--- config.mk ---
export PLATFORM = sky130hd
export DESIGN_NAME = life_grid_generation_step
export DESIGN_NICKNAME = d
export VERILOG_FILES = /design/src/hw/rtl/lgs_pkg.sv /design/src/hw/rtl/life_grid_generation_step.sv
export SDC_FILE = /design/constraint.sdc
export NUM_CORES = 2
export LEC_CHECK = 0
export ABC_AREA = 1
export BUFFER_PORTS_ARGS = -buffer_cell sky130_fd_sc_hd__buf_2
export CAP_MARGIN = 0
export CORE_MARGIN = 8
export CORE_UTILIZATION = 47
export DETAILED_ROUTE_END_ITERATION = 10
export GPL_ROUTABILITY_DRIVEN = 0
export GPL_TIMING_DRIVEN = 0
export PLACE_DENSITY = 0.65
export SETUP_SLACK_MARGIN = 0.5
export SYNTH_ARGS = -nofsm -noshare
export SYNTH_HDL_FRONTEND = slang
export SYNTH_SLANG_ARGS = --single-unit
export TNS_END_PERCENT = 100
--- constraint.sdc ---
create_clock -name clk_i -period 5.7 [get_ports clk_i]
set_input_delay 1.14 -clock clk_i [delete_from_list [all_inputs] [get_ports clk_i]]
set_output_delay 1.14 -clock clk_i [all_outputs]
set_load 0.01 [all_outputs]
--- src/hw/rtl/lgs_pkg.sv ---
// ----------------------------------------------------------------------------
// lgs_pkg
// Shared constants for the life grid generation step block: default grid
// size, index and opcode widths, and operation codes.
// ----------------------------------------------------------------------------
package lgs_pkg;

  localparam int unsigned GridRowsDef = 32;
  localparam int unsigned GridColsDef = 32;

  localparam int unsigned OpW = 2;
  localparam int unsigned IdxW = 5;

  localparam logic [OpW-1:0] OP_STEP   = 2'd0;
  localparam logic [OpW-1:0] OP_TOGGLE = 2'd1;
  localparam logic [OpW-1:0] OP_READ   = 2'd2;

endpackage

--- src/hw/rtl/life_grid_generation_step.sv ---
// ----------------------------------------------------------------------------
// life_grid_generation_step
// Bounded Conway Life grid (B3/S23, dead border) held in a row-wide
// synchronous RAM. Step, toggle and read transactions, one result each.
// ----------------------------------------------------------------------------
//  channel   | handshake                 | payload
//  ----------+---------------------------+-------------------------
//  command   | start_i, busy_o           | op_i, row_i, col_i
//  result    | result_valid_o (1 cycle)  | cell_alive_o
//
//  Toggle/read: busy_o is high during the modify state (RAM read issued at
//  the accepting edge, then modify and write back); the registered strobe follows.
//  Step: busy_o is high for the row sweep, then the registered strobe follows;
//  one row read and one row written per cycle through a three-row register
//  window, so the RAM port sets the rate.
//  The result strobe follows the last busy cycle; a new command may be taken
//  in the same cycle. The receiver cannot stall.
//  After reset a clearing pass writes every row to zero, with busy_o high.
// ----------------------------------------------------------------------------
module life_grid_generation_step
  import lgs_pkg::*;
#(
  parameter int unsigned GRID_ROWS = GridRowsDef,
  parameter int unsigned GRID_COLS = GridColsDef
) (
  input  logic            clk_i,
  input  logic            rst_ni,
  input  logic            start_i,
  input  logic [OpW-1:0]  op_i,
  input  logic [IdxW-1:0] row_i,
  input  logic [IdxW-1:0] col_i,
  output logic            busy_o,
  output logic            result_valid_o,
  output logic            cell_alive_o
);

  localparam int unsigned RW   = $clog2(GRID_ROWS);
  localparam int unsigned CW   = $clog2(GRID_COLS);
  localparam int unsigned CNTW = $clog2(GRID_ROWS + 1);
  localparam int unsigned RXW  = (RW > IdxW) ? RW : IdxW;
  localparam int unsigned CXW  = (CW > IdxW) ? CW : IdxW;

  localparam logic [1:0] ST_CLEAR = 2'd0;
  localparam logic [1:0] ST_IDLE  = 2'd1;
  localparam logic [1:0] ST_RMW   = 2'd2;
  localparam logic [1:0] ST_STEP  = 2'd3;

  // row RAM
  logic [GRID_COLS-1:0] mem_q [GRID_ROWS];
  logic [GRID_COLS-1:0] mem_rdata_q;
  logic                 mem_we, mem_re;
  logic [RW-1:0]        mem_waddr, mem_raddr;
  logic [GRID_COLS-1:0] mem_wdata;

  logic [1:0]      state_q, state_d;
  logic [CNTW-1:0] cnt_q, cnt_d, cnt_m1;
  logic            valid_q, valid_d;
  logic            alive_q, alive_d;
  logic            hit_q, hit_d, hit_now;

  logic [OpW-1:0]       op_q, op_d;
  logic [RW-1:0]        row_q, row_d;
  logic [CW-1:0]        col_q, col_d;
  logic                 inside_q, inside_d;
  logic [GRID_COLS-1:0] prev_q, prev_d, cur_q, cur_d;

  logic [RXW-1:0]       row_x;
  logic [CXW-1:0]       col_x;
  logic                 inside_in;
  logic [GRID_COLS-1:0] below;
  logic [GRID_COLS-1:0] next_row;
  logic [GRID_COLS+1:0] ext_a, ext_m, ext_b;
  logic                 tog;

  assign row_x     = RXW'(row_i);
  assign col_x     = CXW'(col_i);
  assign inside_in = (32'(row_i) < 32'(GRID_ROWS)) && (32'(col_i) < 32'(GRID_COLS));
  assign cnt_m1    = cnt_q - 1'b1;

  // window: row above, current row, row below (zero past the last row)
  assign below = (cnt_q < CNTW'(GRID_ROWS)) ? mem_rdata_q : '0;
  assign ext_a = {1'b0, prev_q, 1'b0};
  assign ext_m = {1'b0, cur_q, 1'b0};
  assign ext_b = {1'b0, below, 1'b0};

  always_comb begin
    logic [3:0] n;
    for (int c = 0; c < GRID_COLS; c++) begin
      n = 4'(ext_a[c]) + 4'(ext_a[c+1]) + 4'(ext_a[c+2])
        + 4'(ext_m[c]) + 4'(ext_m[c+2])
        + 4'(ext_b[c]) + 4'(ext_b[c+1]) + 4'(ext_b[c+2]);
      next_row[c] = (n == 4'd3) || ((n == 4'd2) && cur_q[c]);
    end
  end

  assign tog     = (op_q == OP_TOGGLE) && inside_q;
  assign hit_now = (inside_q && (cnt_q != '0) && (cnt_m1[RW-1:0] == row_q))
                   ? next_row[col_q] : hit_q;

  always_comb begin
    state_d   = state_q;
    cnt_d     = cnt_q;
    valid_d   = 1'b0;
    alive_d   = 1'b0;
    hit_d     = hit_q;
    op_d      = op_q;
    row_d     = row_q;
    col_d     = col_q;
    inside_d  = inside_q;
    prev_d    = prev_q;
    cur_d     = cur_q;
    mem_we    = 1'b0;
    mem_re    = 1'b0;
    mem_waddr = '0;
    mem_raddr = '0;
    mem_wdata = '0;
    unique case (state_q)
      ST_CLEAR: begin
        mem_we    = 1'b1;
        mem_waddr = cnt_q[RW-1:0];
        if (cnt_q == CNTW'(GRID_ROWS - 1)) begin
          state_d = ST_IDLE;
          cnt_d   = '0;
        end else begin
          cnt_d = cnt_q + 1'b1;
        end
      end
      ST_IDLE: begin
        if (start_i) begin
          op_d     = op_i;
          row_d    = inside_in ? row_x[RW-1:0] : '0;
          col_d    = inside_in ? col_x[CW-1:0] : '0;
          inside_d = inside_in;
          cnt_d    = '0;
          prev_d   = '0;
          cur_d    = '0;
          hit_d    = 1'b0;
          mem_re   = 1'b1;
          if (op_i == OP_STEP) begin
            mem_raddr = '0;
            state_d   = ST_STEP;
          end else begin
            mem_raddr = inside_in ? row_x[RW-1:0] : '0;
            state_d   = ST_RMW;
          end
        end
      end
      ST_RMW: begin
        if (tog) begin
          mem_we    = 1'b1;
          mem_waddr = row_q;
          mem_wdata = mem_rdata_q ^ (GRID_COLS'(1) << col_q);
        end
        valid_d = 1'b1;
        alive_d = inside_q && (mem_rdata_q[col_q] ^ tog);
        state_d = ST_IDLE;
      end
      ST_STEP: begin
        // write next state of the previous row, read two rows ahead of it
        if (cnt_q != '0) begin
          mem_we    = 1'b1;
          mem_waddr = cnt_m1[RW-1:0];
          mem_wdata = next_row;
        end
        if (cnt_q < CNTW'(GRID_ROWS - 1)) begin
          mem_re    = 1'b1;
          mem_raddr = RW'(cnt_q + 1'b1);
        end
        hit_d  = hit_now;
        prev_d = cur_q;
        cur_d  = below;
        cnt_d  = cnt_q + 1'b1;
        if (cnt_q == CNTW'(GRID_ROWS)) begin
          valid_d = 1'b1;
          alive_d = hit_now;
          state_d = ST_IDLE;
        end
      end
      default: state_d = ST_IDLE;
    endcase
  end

  always_ff @(posedge clk_i) begin
    if (mem_we) mem_q[mem_waddr] <= mem_wdata;
    if (mem_re) mem_rdata_q <= mem_q[mem_raddr];
  end

  always_ff @(posedge clk_i or negedge rst_ni) begin
    if (!rst_ni) begin
      state_q <= ST_CLEAR;
      cnt_q   <= '0;
      valid_q <= 1'b0;
      alive_q <= 1'b0;
      hit_q   <= 1'b0;
    end else begin
      state_q <= state_d;
      cnt_q   <= cnt_d;
      valid_q <= valid_d;
      alive_q <= alive_d;
      hit_q   <= hit_d;
    end
  end

  always_ff @(posedge clk_i) begin
    op_q     <= op_d;
    row_q    <= row_d;
    col_q    <= col_d;
    inside_q <= inside_d;
    prev_q   <= prev_d;
    cur_q    <= cur_d;
  end

  assign busy_o         = (state_q != ST_IDLE);
  assign result_valid_o = valid_q;
  assign cell_alive_o   = alive_q;

  // no RAM write from idle
  a_no_idle_write: assert property (@(posedge clk_i) disable iff (!rst_ni)
    (state_q == ST_IDLE) |-> !mem_we)
    else $error("RAM write while idle");

  // a result only follows a busy cycle
  a_result_after_busy: assert property (@(posedge clk_i) disable iff (!rst_ni)
    result_valid_o |-> $past(busy_o))
    else $error("result strobe without a transaction in flight");

  a_alive_qualified: assert property (@(posedge clk_i) disable iff (!rst_ni)
    !result_valid_o |-> !cell_alive_o)
    else $error("cell_alive_o high without strobe");

  // sweep never reads the row it is writing
  a_step_addr_apart: assert property (@(posedge clk_i) disable iff (!rst_ni)
    (state_q == ST_STEP && mem_we && mem_re) |-> (mem_waddr != mem_raddr))
    else $error("sweep read and write collide");

endmodule
; Word-level counts from Yosys, hierarchy flattened
; Memory sizes are Yosys's and may differ from the RTL's. A register that Yosys moved wholly into a read port is not among the register bits.
; Index checks and enable logic that the tools add are counted.
[totals]
in_bits = 15
regBits = 87
mem_bits_rw = 1024
output_inout_bits = 3
n_memories = 1
word_cells = 426
[memory_table]
columns = name, words, word_bits, rd, rd_ports_with_merged_regs, write_ports, line
row1 = mem_q, 32, 32, 1, 1, 1, life_grid_generation_step.sv:49  ; logic [GRID_COLS-1:0] mem_q [GRID_ROWS];
[classes]
magnitude_cmp = 3
n_bitwise = 2
n_eq_ne = 75
reduce_logical = 74
addsub = 219
n_shift = 1
mux = 41
[ops]
columns = op, n
row1 = 4-bit by 1-bit adder with 4-bit output, 124
row2 = "4-bit by 2-bit == test with 1-bit output, second input constant", 64
row3 = 32-bit case mux with 2 select lines, 3
row4 = 32-bit two-way mux, 4
row5 = 3-bit by 1-bit adder with 4-bit output, 31
row6 = 2-bit by 1-bit adder with 3-bit output, 31
row7 = 1-bit by 1-bit adder with 2-bit output, 31
row8 = 1-bit logical AND, 33
row9 = 1-bit logical OR, 32
row10 = "1-bit by 5-bit << shifter with 32-bit output, first input constant", 1
row11 = 32-bit bitwise XOR, 1
row12 = 5-bit two-way mux, 5
row13 = 6-bit case mux with 3 select lines, 1
row14 = 5-bit case mux with 3 select lines, 1
row15 = 1-bit two-way mux, 13
row16 = 6-bit two-way mux, 2
row17 = 1-bit binary-select mux with 5-bit select, 2
row18 = 5-bit case mux with 2 select lines, 1
row19 = 1-bit case mux with 2 select lines, 4
row20 = 2-bit case mux with 4 select lines, 1
row21 = "6-bit by 1-bit adder with 6-bit output, second input constant", 1
row22 = "6-bit by 5-bit == test with 1-bit output, second input constant", 1
row23 = "6-bit == test, second input constant", 1
row24 = "5-bit by 6-bit less-than comparator with 1-bit output, second input constant", 1
row25 = other kinds (17), 26

; Depth between registers and ports, before layout
[depth]
ltp_word = 15
ltp_mapped = 22
mapped_depth_nobuf = 21

; Worst setup path before layout
; No wires, ideal clock.
[synth_path]
path_type = register -> register
from = register cnt_q[5]
to = memory mem_q[0][16] (netlist bit) (data pin)
setup_ns = 0.454
arrival_time_ns = 4.263
path_slack_ns = 0.983
n_path_buf = 1
path_stages_with_launch = 13
path_cell_list = dfrtp_1 -> inv_2 -> clkbuf_1 -> nand2_1 -> fa_1 -> fa_1 -> inv_1 -> ha_1 -> fa_1 -> o21ai_0 -> nor2_1 -> nand2_1 -> o21ai_0
[synth_via]
elab_chain_len = 10
elab_cells_between_ends = 12
cone_classes = add/sub: 3 / order compare: 1 / eq/ne: 2 / mux: 3 / reduce/logical: 3
[synth_lines]
columns = item, line
row1 = from (decl), life_grid_generation_step.sv:56  ; logic [CNTW-1:0] cnt_q, cnt_d, cnt_m1;
row2 = from (signal assigned), life_grid_generation_step.sv:197  ; cnt_q <= cnt_d;
row3 = 6-bit less-than comparator, life_grid_generation_step.sv:81  ; assign below = (cnt_q < CNTW'(GRID_ROWS)) ? mem_rdata_q : '0;
row4 = 32-bit two-way mux, life_grid_generation_step.sv:81
row5 = 4-bit by 1-bit adder with 4-bit output (3 in a row), life_grid_generation_step.sv:91  ; + 4'(ext_b[c]) + 4'(ext_b[c+1]) + 4'(ext_b[c+2]);
row6 = 4-bit by 2-bit == test with 1-bit output, life_grid_generation_step.sv:92  ; next_row[c] = (n == 4'd3) || ((n == 4'd2) && cur_q[c]);
row7 = 1-bit logical AND, life_grid_generation_step.sv:92
row8 = 1-bit logical OR, life_grid_generation_step.sv:92
row9 = 32-bit two-way mux *, life_grid_generation_step.sv:160  ; if (cnt_q != '0) begin
row10 = 32-bit case mux with 2 select lines *, life_grid_generation_step.sv:117  ; unique case (state_q)
row11 = net mem_wdata[16], life_grid_generation_step.sv:53  ; logic [GRID_COLS-1:0] mem_wdata;
row12 = to (decl), life_grid_generation_step.sv:49
; Mark *: on every way through the listed nets, which the timed path passes. The rest lies on a longest branch.

; Worst setup path after layout
[layout_path]
from = register cnt_q[5]
to = memory mem_q[2][29] (netlist bit) (data pin)
; Same word-level chain as after synthesis.

==> impl_metrics.py <==
metrics = {
    "synthesis": {
        "syn-cell-area_um2": 53600,
        "synth_edf_count": 1132,
        "synth_seq_cells": 1143,
        "async_flop_share_pct": 0.962,
        "synth_warnings": 0,
        "yosysSeqAreaShare_pct": 63.9,
        "synth_cell_type_count": 43,
        "syn_nets": 4860,
        "syn_avg_cell_area_um2": 11.6,
        "syn_inst": 4626,
        "synthFlopType": "edfxtp_1",
    },
    "setup_path": {
        "worstSetupEndpointType": "flip-flop",
        "worst-path-max-fanout": 18,
        "cp.required_ns": 6.25,
        "cp.arrival_ns": 5.47,
        "cp-start-kind": "flip-flop",
        "crit_type": "reg -> reg",
    },
    "detailed_routing": {
        "vias": 36400,
        "ant_nets": 0,
        "drtIter0Drc": 4979,
        "avgRoutedWirePerCell_um": 24.0,
        "dr.pass1.iters": 6,
        "vias_per_cell": 5.66,
        "routed_wl_um": 154000,
        "drc_errors": 0,
    },
    "global_routing": {
        "grt_overflow": 0,
        "gr-usage-met1_pct": 33.6,
        "grt_pass1_wl_um": 225000,
        "antenna_found_initial": 4,
        "gr-usage-all-layers_pct": 24.0,
        "grt_pass1_vias": 34800,
        "busiest_layer": "met2",
        "grt_util_met3_pct": 4.58,
        "grt_max_degree": 45,
        "met2_usage_pct": 35.9,
    },
    "clocking": {
        "ctsResizeCount": 0,
        "hold_buffers": 0,
        "cts_setup_buffers": 0,
        "root_buffer": "clkbuf_16",
        "cts_buffers": 115,
        "h-tree-depth": 3,
        "clk_path_buf_depth": 3,
        "tritoncts": "yes",
        "clock-sinks": 1143,
        "cts.clk_slew.worst_paths_ns": 0.06,
        "insertion_delay_ns": 0.72,
    },
    "sta": {
        "fmax_ghz": 0.203,
        "period_share_pct": 86.4,
        "finClkSkew_ns": 0.0454,
        "setup_viol": 0,
        "hold_viol": 0,
        "slew_viol_final": 3,
        "fin_ws_ns": 0.774,
        "period_needed_ns": 4.93,
        "hold-worst-slack_ns": 0.328,
        "tightestPinTransition_ns": 1.53,
        "slew_headroom_pct": -3.37,
        "rsz0062_at_grt": "no",
    },
    "floorplan": {
        "chipWidth_um": 354,
        "ios": 18,
        "rows": 124,
        "die-area_um2": 125000,
        "die_h_um": 354,
        "start_util_pct": 47.2,
        "core_um2": 114000,
    },
    "place": {
        "dp_hpwl_um": 111000,
        "placed_cell_area_um2": 57800,
        "io_buffer_count": 17,
        "pre_cts_slack_ns": 0.958,
    },
    "status": {
        "violations": "capacitance limit, slew limit",
        "status": "finished with violations",
    },
    "run": {
        "maxCapViolCount": 1,
    },
    "min_path": {
        "hold_class": "in -> async",
    },
    "cells_and_area": {
        "fin_util_pct": 54.0,
        "final_common_cell": "edfxtp_1",
        "synthToLayoutAreaGrowth_pct": 14.6,
        "nets": 5062,
        "diodes": 0,
        "drive_gt1_share_pct": 11.3,
        "layout_common_cells": "edfxtp_1 (1132), nand2_1 (876), inv_1 (753)",
        "stdcell_area_um2": 61400,
    },
}
final cells by class:
cell class / count / area, um^2
timing repair buffer: 85 / 1660
tap: 1512 / 1890
clock inverter: 68 / 571
inverter: 764 / 2870
clock buffer: 146 / 3040
buffer: 247 / 1270
sequential: 1143 / 34300
fill: 9311 / 52300
multi-input combinational: 2472 / 15900
stage by stage:
step / std cells / TNS [ns]
global route: 6437 / 0
global placement: 6155 / -1138.91
finish: 6437 / 0
CTS: 6436 / 0
detailed placement: 6222 / 0
floorplan: 4626 / 0
registers in the layout (all words and copies together), names as in the netlist:
signal	count
col_q	5
row_q	5
cnt_q	6
op_q	2
hit_q	1
mem_rdata_q	32
mem_q	1024
result_valid_o	1
state_q	2
cell_alive_o	1
prev_q	32
cur_q	32
worst paths after layout:
kind,end,slack [ns],from,cells past startpoint
max,mem_q[2][29],0.77,cnt_q[5],12
min,cnt_q[0],0.33,rst_ni,1
max reg2reg,mem_q[2][29],0.77,cnt_q[5],12
min reg2reg,hit_q,0.53,hit_q,2
max in group asynchronous,cnt_q[1],5.13,rst_ni,1
min in group clk_i,hit_q,0.53,hit_q,2
synth_stat cells (3+ instances only):
library cell / n / area (um^2)
nand2_1: 878 / 3300
nand4_1: 7 / 43.8
clkbuf_1: 42 / 158
inv_2: 10 / 37.5
nor3_1: 6 / 30.0
o221ai_1: 3 / 26.3
or2_2: 32 / 200
ha_1: 95 / 1190
buf_1: 11 / 41.3
fa_1: 124 / 2480
a22oi_1: 8 / 60.1
o211ai_1: 514 / 3860
dfrtp_1: 11 / 275
o21a_1: 17 / 128
o32ai_1: 8 / 70.1
edfxtp_1: 1132 / 34000
nor2_1: 185 / 694
buf_4: 24 / 180
a21oi_1: 33 / 165
o21ai_0: 45 / 225
nand3_1: 456 / 2280
xor2_1: 18 / 158
buf_2: 164 / 821
buf_6: 6 / 67.6
inv_1: 753 / 2830
nand3b_1: 5 / 37.5
o22ai_1: 17 / 106
critical path: stages, from the launching register on:
cell      delay [ns]
dfrtp_1         0.45
inv_2           0.19
clkbuf_1        0.43
nand2_1         0.36
fa_1            0.57
fa_1            0.49
inv_1           0.04
ha_1            0.21
fa_1            0.55
o21a_1          0.11
nand3_1         0.23
o22ai_2         0.86
buf_8           0.26
cells by family after synthesis:
logic type                 synth area share [%]
buffers and inverters                      7.71
and+or+nand+nor                            12.4
xor gates and xnor gates                  0.327
adders and majority gates                  6.84
AOI/OAI and AO/OA                          8.80
DFF                                        63.9
metal layers:
| layer | share of wire (%) | vias to the layer above | routed length (um) |
|---|---|---|---|
| met3 | 11 | 378 | 17600 |
| met4 | 5.7 | 0 | 8750 |
| met2 | 43 | 1991 | 66700 |
| met5 | 0 | - | 0 |
| li1 | - | 16400 | - |
| met1 | 40 | 17600 | 61300 |
Power is not shown: default switching activity piles up to over one toggle a cycle in this logic, so the estimate is an artifact.
